`src/rtl/hcfrc_pkg.sv`:
```
// ----------------------------------------------------------------------------
// hcfrc_pkg
// Shared constants and types of the chained result cache.
// ----------------------------------------------------------------------------
package hcfrc_pkg;

	localparam int NUM_ENTRIES = 512;
	localparam int NUM_BINS    = 512;
	localparam int IDX_W       = $clog2(NUM_ENTRIES);
	localparam int LINK_W      = IDX_W + 1;
	localparam int BIN_W       = 9;
	localparam int KEY_W       = 64;
	localparam int VAL_W       = 16;
	localparam int KIND_W      = 2;

	localparam logic [LINK_W-1:0] LINK_NIL = '1;

	localparam logic [KIND_W-1:0] KIND_LOOKUP = 2'd0;
	localparam logic [KIND_W-1:0] KIND_INSERT = 2'd1;
	localparam logic [KIND_W-1:0] KIND_CLEAR  = 2'd2;
	localparam logic [KIND_W-1:0] KIND_RSVD   = 2'd3;

	typedef enum logic [4:0] {
		S_IDLE, S_SWEEP, S_DEC, S_ZERO,
		S_LK_HEAD, S_LK_LOAD, S_LK_WALK, S_LK_CMP,
		S_HIT_RM, S_HIT_RDH, S_HIT_PUSH, S_HIT_FIX,
		S_TK_RD, S_TK_RM, S_TK_RDH, S_TK_PUSH, S_TK_FIX
	} state_t;

	typedef enum logic [4:0] {
		OP_NONE, OP_SWEEP, OP_DEC, OP_ZERO,
		OP_LK_HEAD, OP_LK_LOAD, OP_LK_WALK, OP_LK_CMP,
		OP_HIT_RM, OP_HIT_RDH, OP_HIT_PUSH, OP_HIT_FIX,
		OP_TK_RD, OP_TK_RM, OP_TK_RDH, OP_TK_PUSH, OP_TK_FIX
	} op_t;

	typedef struct packed {
		logic load;
		op_t  op;
	} cmd_t;

	typedef struct packed {
		logic [KIND_W-1:0] kind;
		logic              bin_ok;
		logic              walk_end;
		logic              key_match;
		logic              sweep_last;
	} status_t;

endpackage

```
`src/rtl/hcfrc_ctrl.sv`:
```
// ----------------------------------------------------------------------------
// hcfrc_ctrl
// Sequencer that steps the datapath through clear sweeps, chain walks and relinks.
// ----------------------------------------------------------------------------
module hcfrc_ctrl (
	input  logic               clk,
	input  logic               arst_n,
	input  logic               start,
	input  hcfrc_pkg::status_t status,
	output hcfrc_pkg::cmd_t    cmd,
	output logic               busy
);
	import hcfrc_pkg::*;

	state_t state_q, state_d;
	logic   rst_sweep_q;

	always_ff @(posedge clk or negedge arst_n) begin
		if (!arst_n) begin
			state_q     <= S_SWEEP;
			rst_sweep_q <= 1'b1;
		end else begin
			state_q <= state_d;
			if (state_q == S_SWEEP && status.sweep_last) begin
				rst_sweep_q <= 1'b0;
			end
		end
	end

	always_comb begin
		state_d = state_q;
		case (state_q)
			S_IDLE: begin
				if (start) state_d = S_DEC;
			end
			S_SWEEP: begin
				if (status.sweep_last) state_d = rst_sweep_q ? S_IDLE : S_ZERO;
			end
			S_DEC: begin
				if (status.kind == KIND_CLEAR) state_d = S_SWEEP;
				else if (!status.bin_ok) state_d = S_ZERO;
				else if (status.kind == KIND_LOOKUP) state_d = S_LK_HEAD;
				else if (status.kind == KIND_INSERT) state_d = S_TK_RD;
				else state_d = S_ZERO;
			end
			S_ZERO:     state_d = S_IDLE;
			S_LK_HEAD:  state_d = S_LK_LOAD;
			S_LK_LOAD:  state_d = S_LK_WALK;
			S_LK_WALK:  state_d = status.walk_end ? S_ZERO : S_LK_CMP;
			S_LK_CMP:   state_d = status.key_match ? S_HIT_RM : S_LK_WALK;
			S_HIT_RM:   state_d = S_HIT_RDH;
			S_HIT_RDH:  state_d = S_HIT_PUSH;
			S_HIT_PUSH: state_d = S_HIT_FIX;
			S_HIT_FIX:  state_d = S_TK_RD;
			S_TK_RD:    state_d = S_TK_RM;
			S_TK_RM:    state_d = S_TK_RDH;
			S_TK_RDH:   state_d = S_TK_PUSH;
			S_TK_PUSH:  state_d = S_TK_FIX;
			S_TK_FIX:   state_d = S_IDLE;
			default:    state_d = S_IDLE;
		endcase
	end

	always_comb begin
		cmd.load = (state_q == S_IDLE) && start;
		busy     = (state_q != S_IDLE);
		case (state_q)
			S_SWEEP:    cmd.op = OP_SWEEP;
			S_DEC:      cmd.op = OP_DEC;
			S_ZERO:     cmd.op = OP_ZERO;
			S_LK_HEAD:  cmd.op = OP_LK_HEAD;
			S_LK_LOAD:  cmd.op = OP_LK_LOAD;
			S_LK_WALK:  cmd.op = OP_LK_WALK;
			S_LK_CMP:   cmd.op = OP_LK_CMP;
			S_HIT_RM:   cmd.op = OP_HIT_RM;
			S_HIT_RDH:  cmd.op = OP_HIT_RDH;
			S_HIT_PUSH: cmd.op = OP_HIT_PUSH;
			S_HIT_FIX:  cmd.op = OP_HIT_FIX;
			S_TK_RD:    cmd.op = OP_TK_RD;
			S_TK_RM:    cmd.op = OP_TK_RM;
			S_TK_RDH:   cmd.op = OP_TK_RDH;
			S_TK_PUSH:  cmd.op = OP_TK_PUSH;
			S_TK_FIX:   cmd.op = OP_TK_FIX;
			default:    cmd.op = OP_NONE;
		endcase
	end

endmodule

```
`config.mk`:
```
export PLATFORM = sky130hd
export DESIGN_NAME = hcfrc_ctrl
export DESIGN_NICKNAME = d
export VERILOG_FILES = /design/src/rtl/hcfrc_pkg.sv /design/src/rtl/hcfrc_ctrl.sv
export SDC_FILE = /design/constraint.sdc
export NUM_CORES = 1
export LEC_CHECK = 0
export BUFFER_PORTS_ARGS = -buffer_cell sky130_fd_sc_hd__buf_2
export CAP_MARGIN = 20
export CORE_AREA = 3 3 40 42
export DETAILED_ROUTE_END_ITERATION = 8
export DIE_AREA = 0 0 43 45
export MAX_ROUTING_LAYER = met4
export PLACE_DENSITY = 0.64
export SLEW_MARGIN = 30
export SYNTH_ARGS = -nofsm -noshare
export SYNTH_HDL_FRONTEND = slang
export SYNTH_SLANG_ARGS = --single-unit
export TNS_END_PERCENT = 50
```
`constraint.sdc`:
```
create_clock -name clk -period 1.3 [get_ports clk]
set_input_delay 0.195 -clock clk [delete_from_list [all_inputs] [get_ports clk]]
set_output_delay 0.195 -clock clk [all_outputs]
set_load 0.02 [all_outputs]
```
# Word-level counts from Yosys, hierarchy flattened
# Memories as Yosys holds them, arrays and structs flattened.
# Cells that the tools add are included.
# W data, S select, Z words.
# op_classes
eq_ne,18
mux,10
reduce_logical,6
# ops
operator,n
$pmux W5 S15,1
$eq A5 B4 Y1 const B,8
$eq A5 B3 Y1 const B,4
$mux W4,5
$mux W5,2
$eq A5 B1 Y1 const B,1
$eq A5 B2 Y1 const B,1
$logic_not A5 Y1,1
$reduce_bool A5 Y1,1
$ne A2 B2 Y1 const B,2
$mux W3,1
$eq A2 B1 Y1 const B,1
$eq A2 B2 Y1 const B,1
$logic_and A1 B1 Y1,2
$logic_not A2 Y1,1
$mux W2,1
$reduce_and A2 Y1,1
# totals
reg_bits,6
mem_bits_ro,160
in_bits,9
output_inout_bits,7
word_cells,37
mem_count,1
# memory_table
name,depth,width,read_ports,rd_clocked_by_memory_dff,wr,line,source
(no name shown),32,5,1,0,0,hcfrc_ctrl.sv:67,case (state_q)

# Depth between registers and ports, before layout
# depth
depth_word,6
mapped_depth,5
depth_no_buf,4

# Worst setup path before layout
# OpenSTA, ideal clock, no wires.
# synth_timing
path_type,register to output
startpoint,register state_q[0]
endpoint,output port cmd[0] (netlist bit)
arrival_ns,1.077
required_ns,1.105
path_slack_ns,0.028
path_stages_with_launch,3
n_path_buf,1
cell_sequence,dfstp_2 -> buf_2 -> nor2b_1
# synth_rtl
item,line,source
"start, declared",hcfrc_ctrl.sv:15,"state_t state_q, state_d;"
"start signal, assigned",hcfrc_ctrl.sv:23,state_q <= state_d;
"end, declared",hcfrc_ctrl.sv:10,"output hcfrc_pkg::cmd_t cmd,"

==> metrics.md <==
| Metric | Value |
|---|---|
| Status | `finished, violations left` |
| Failing checks | `setup timing` |
| Clk buf depth | `2` |
| PortBufs | `15` |
| Worst path cell trace | `buf_6 > nor3_4 > and3b_1 > buf_6` |
| Number of diodes | `0` |
| CTS Sinks | `6` |
| Dpl hpwl | `between 1000 and 1500 um` |
| Wire per inst | `14.3 um` |
| Area grow syn2layout | `60.5%` |
| Final hold violation count | `0` |
| EDFF count, synth | `0` |
| Slew Limit Fails | `0` |
| Final nets | `slightly above 100` |
| Router iterations before antenna repair | `5` |
| Number of distinct library cells after synthesis | `35` |
| Vias per cell | `around 5.3` |
| Final WS setup | `-0.160 ns` |
| Chip height | `between 40 and 50 um` |
| Fmax | `685 MHz` |
| Residual DRC | `0` |
| Mean post-synth cell area | `slightly above 9 um^2` |
| Area share of the largest cell type after synthesis | `roughly 18%` |
| Number of global-route vias before repair | `508` |
| Family with the most delay on the worst path | `simple AND/OR/NAND/NOR gates` |
| Worst clock skew | `around 0.014 ns` |
| CP max stage cell | `dfstp_2` |
| Dominant cells by area after synthesis | `dfrtp_1 18%, dfstp_2 9.7%, buf_6 6.2%` |
| Met3 Use GR | `approximately 6%` |
| Main synth FF type | `dfrtp_1` |
| Worst EP required | `around 1.1 ns` |
| Worst Setup End Kind | `output port` |
| Min-delay worst type | `in2reg` |
| Setup Slack @ Placement | `-0.0618 ns` |
| GRT met1 Usage | `21.3%` |
| Starting Density | `a little over two fifths` |
| Slew HR | `81.6%` |
| Worst VDD drop | `about 0.0011 V` |
| Die width | `roughly 43 um` |
| Via count | `around 560` |
| CTS tree | `done` |
| Initial antenna violation count | `0` |
| DP Cell Count | `slightly above 90` |
| CTS Buf Count | `3` |
| Core area | `around 0.0013 mm^2` |
| Placer Congestion | `about 0.79` |
| Pwr per Cell Area | `between 2000 and 3000 mW/mm^2` |
| Non-filler cells, final | `107` |
| Busiest layer in global routing | `met2` |
| First-pass GRT wire length | `2390 um` |
| WP buf/inv | `2` |
| Drt total wl | `1530 um` |
| CTS Root Cell | `clkbuf_4` |
| H-tree Lvls | `1` |
| Synth top cells by count | `6 x a21oi_1, 5 x nor2b_1, 4 x dfrtp_1, 4 x nor2_1, 3 x buf_6` |
| Antenna Nets Post-Route | `0` |
| Leakage | `0.394 nW` |
| Worst Path Max Fanout | `4` |
| CTS clock-pin slew for the worst setup and hold paths | `0.05 ns` |
| Post-Syn Nets | `68` |
| Rows | `13` |
| Num ports | `16` |
| Total grt overflow | `0` |
| Mapped Cells | `slightly below 60` |
| Crit path kind | `reg2out` |
| CP peak stage delay | `between 0.3 and 0.4 ns` |
| CP arrival | `around 1.3 ns` |
| Mapped Area | `roughly 540 um^2` |
| Pin count of the biggest net entering global routing | `10` |
| Max-Cap Viols | `0` |
| Tightest Pin Transition | `between 0.2 and 0.3 ns` |
| M2 GR Usage | `~28%` |
| Tcrit/Tclk final | `112%` |
| Setup TNS Final | `-0.851 ns` |
| Cell taking the most area after synthesis | `dfrtp_1` |
| Fillers | `108` |
| Share of layout cells above drive strength 1 | `a little over three fifths` |
| Asr flop ratio synth | `100%` |
| Synth warn | `0` |
| Startpoint Class | `register` |
| Die ar. | `roughly 0.0019 mm^2` |
| RSZ-0062 raised after global routing | `yes` |
| Worst skew pair latency | `0.25 ns` |
| GRT Overall Usage | `between 15 and 20%` |
| Crit path top cell by count | `buf_6` |
| Sequential share of the synthesized area | `roughly 28%` |
| Final Setup Violations | `9` |
| Post-layout util | `67.7%` |
| Most frequent cell after synthesis | `a21oi_1` |
| Post-synthesis register bit count | `6` |
| Violation count after the first detailed-route iteration | `14` |
| Minimum clock period | `~1.5 ns` |
## kinds of logic (layout without fill, tap and decap cells)
group,Yosys count,after routing,synth area share (%)
AO/OA/AOI/OAI,19,19,27.3
flip-flops,6,6,28.2
AND/OR/NAND/NOR,26,26,32.8
buffers and inverters,7,40,9.93
multiplexers,1,1,1.85
## worst min-delay path, cell delays in order
cell and delay, ns:
buf_2 0.10, nand4_1 0.07, a21oi_1 0.08
## what timing repair did
item	CTS	global route
hold buffers	1	0
pin swaps	6	7
endpoints found under the setup margin	9	11
setup buffers	7	2
resized for setup	17	14
endpoints found under the hold margin	6	0
## layout make-up
class / instances / area (um^2) / share of cell area, %
sequential: 6 / 156 / 18.0
clock buffer: 4 / 26.3 / 3.02
inverter: 2 / 7.51 / 0.863
tap: 15 / 18.8 / 2.16
timing repair buffer: 34 / 269 / 30.9
multi-input combinational: 46 / 392 / 45.0
## metrics by stage
stage / instance area, um^2 / hold slack [ns] / power [mW]
2_1_floorplan: 542 / -0.101 / 1.17
3_3_place_gp: 657 / 0.0227 / 1.47
3_5_place_dp: 657 / 0.0227 / 1.48
4_1_cts: 790 / 0.231 / 1.94
5_1_grt: 870 / 0.241 / 2.37
6_report: 870 / 0.245 / 2.20
## final timing paths
check,to,cells after the start,start,slack [ns]
hold / removal,state_q[3],3,status[4],0.25
setup reg to reg,state_q[3],7,state_q[0],-0.12
max in group asynchronous,rst_sweep_q,2,arst_n,0.78
min in group asynchronous,state_q[3],2,arst_n,0.29
hold reg to reg,rst_sweep_q,1,rst_sweep_q,0.48
setup / recovery,cmd[4],4,state_q[0],-0.16
## power breakdown
part           switching [mW]  internal (mW)
Sequential              0.124          0.273
Combinational           0.747          0.869
Clock                  0.0738          0.117
Total                   0.944           1.26
## cell usage in the layout, fill, tap and decap left out, drive strengths merged
cell,instances
a211oi,1
o32ai,1
nand3,3
nand2,2
a21o,1
inv,2
nor2b,5
or2b,1
a21oi,6
clkbuf,4
dfrtp,4
nand4,1
and3b,1
nor2,4
nand3b,1
and4,1
nor3b,1
dfstp,2
buf,33
nand2b,2
o21ai,4
mux2i,1
and2b,1
a21boi,1
o32a,1
a2111oi,1
a31oi,2
dlygate4sd3,1
nor3,2
o21a,1
and3,1
## metal layers
layer,vias to the layer above,part of all wire [%]
met3,2,2.5
met5,-,0
li1,281,-
met1,264,45
met4,0,1.4
met2,15,51
## sequential cells by signal, summed over array words and instances, names as in the netlist
name,flops
state_q,5
rst_sweep_q,1
(Power assumes the default switching activity.)
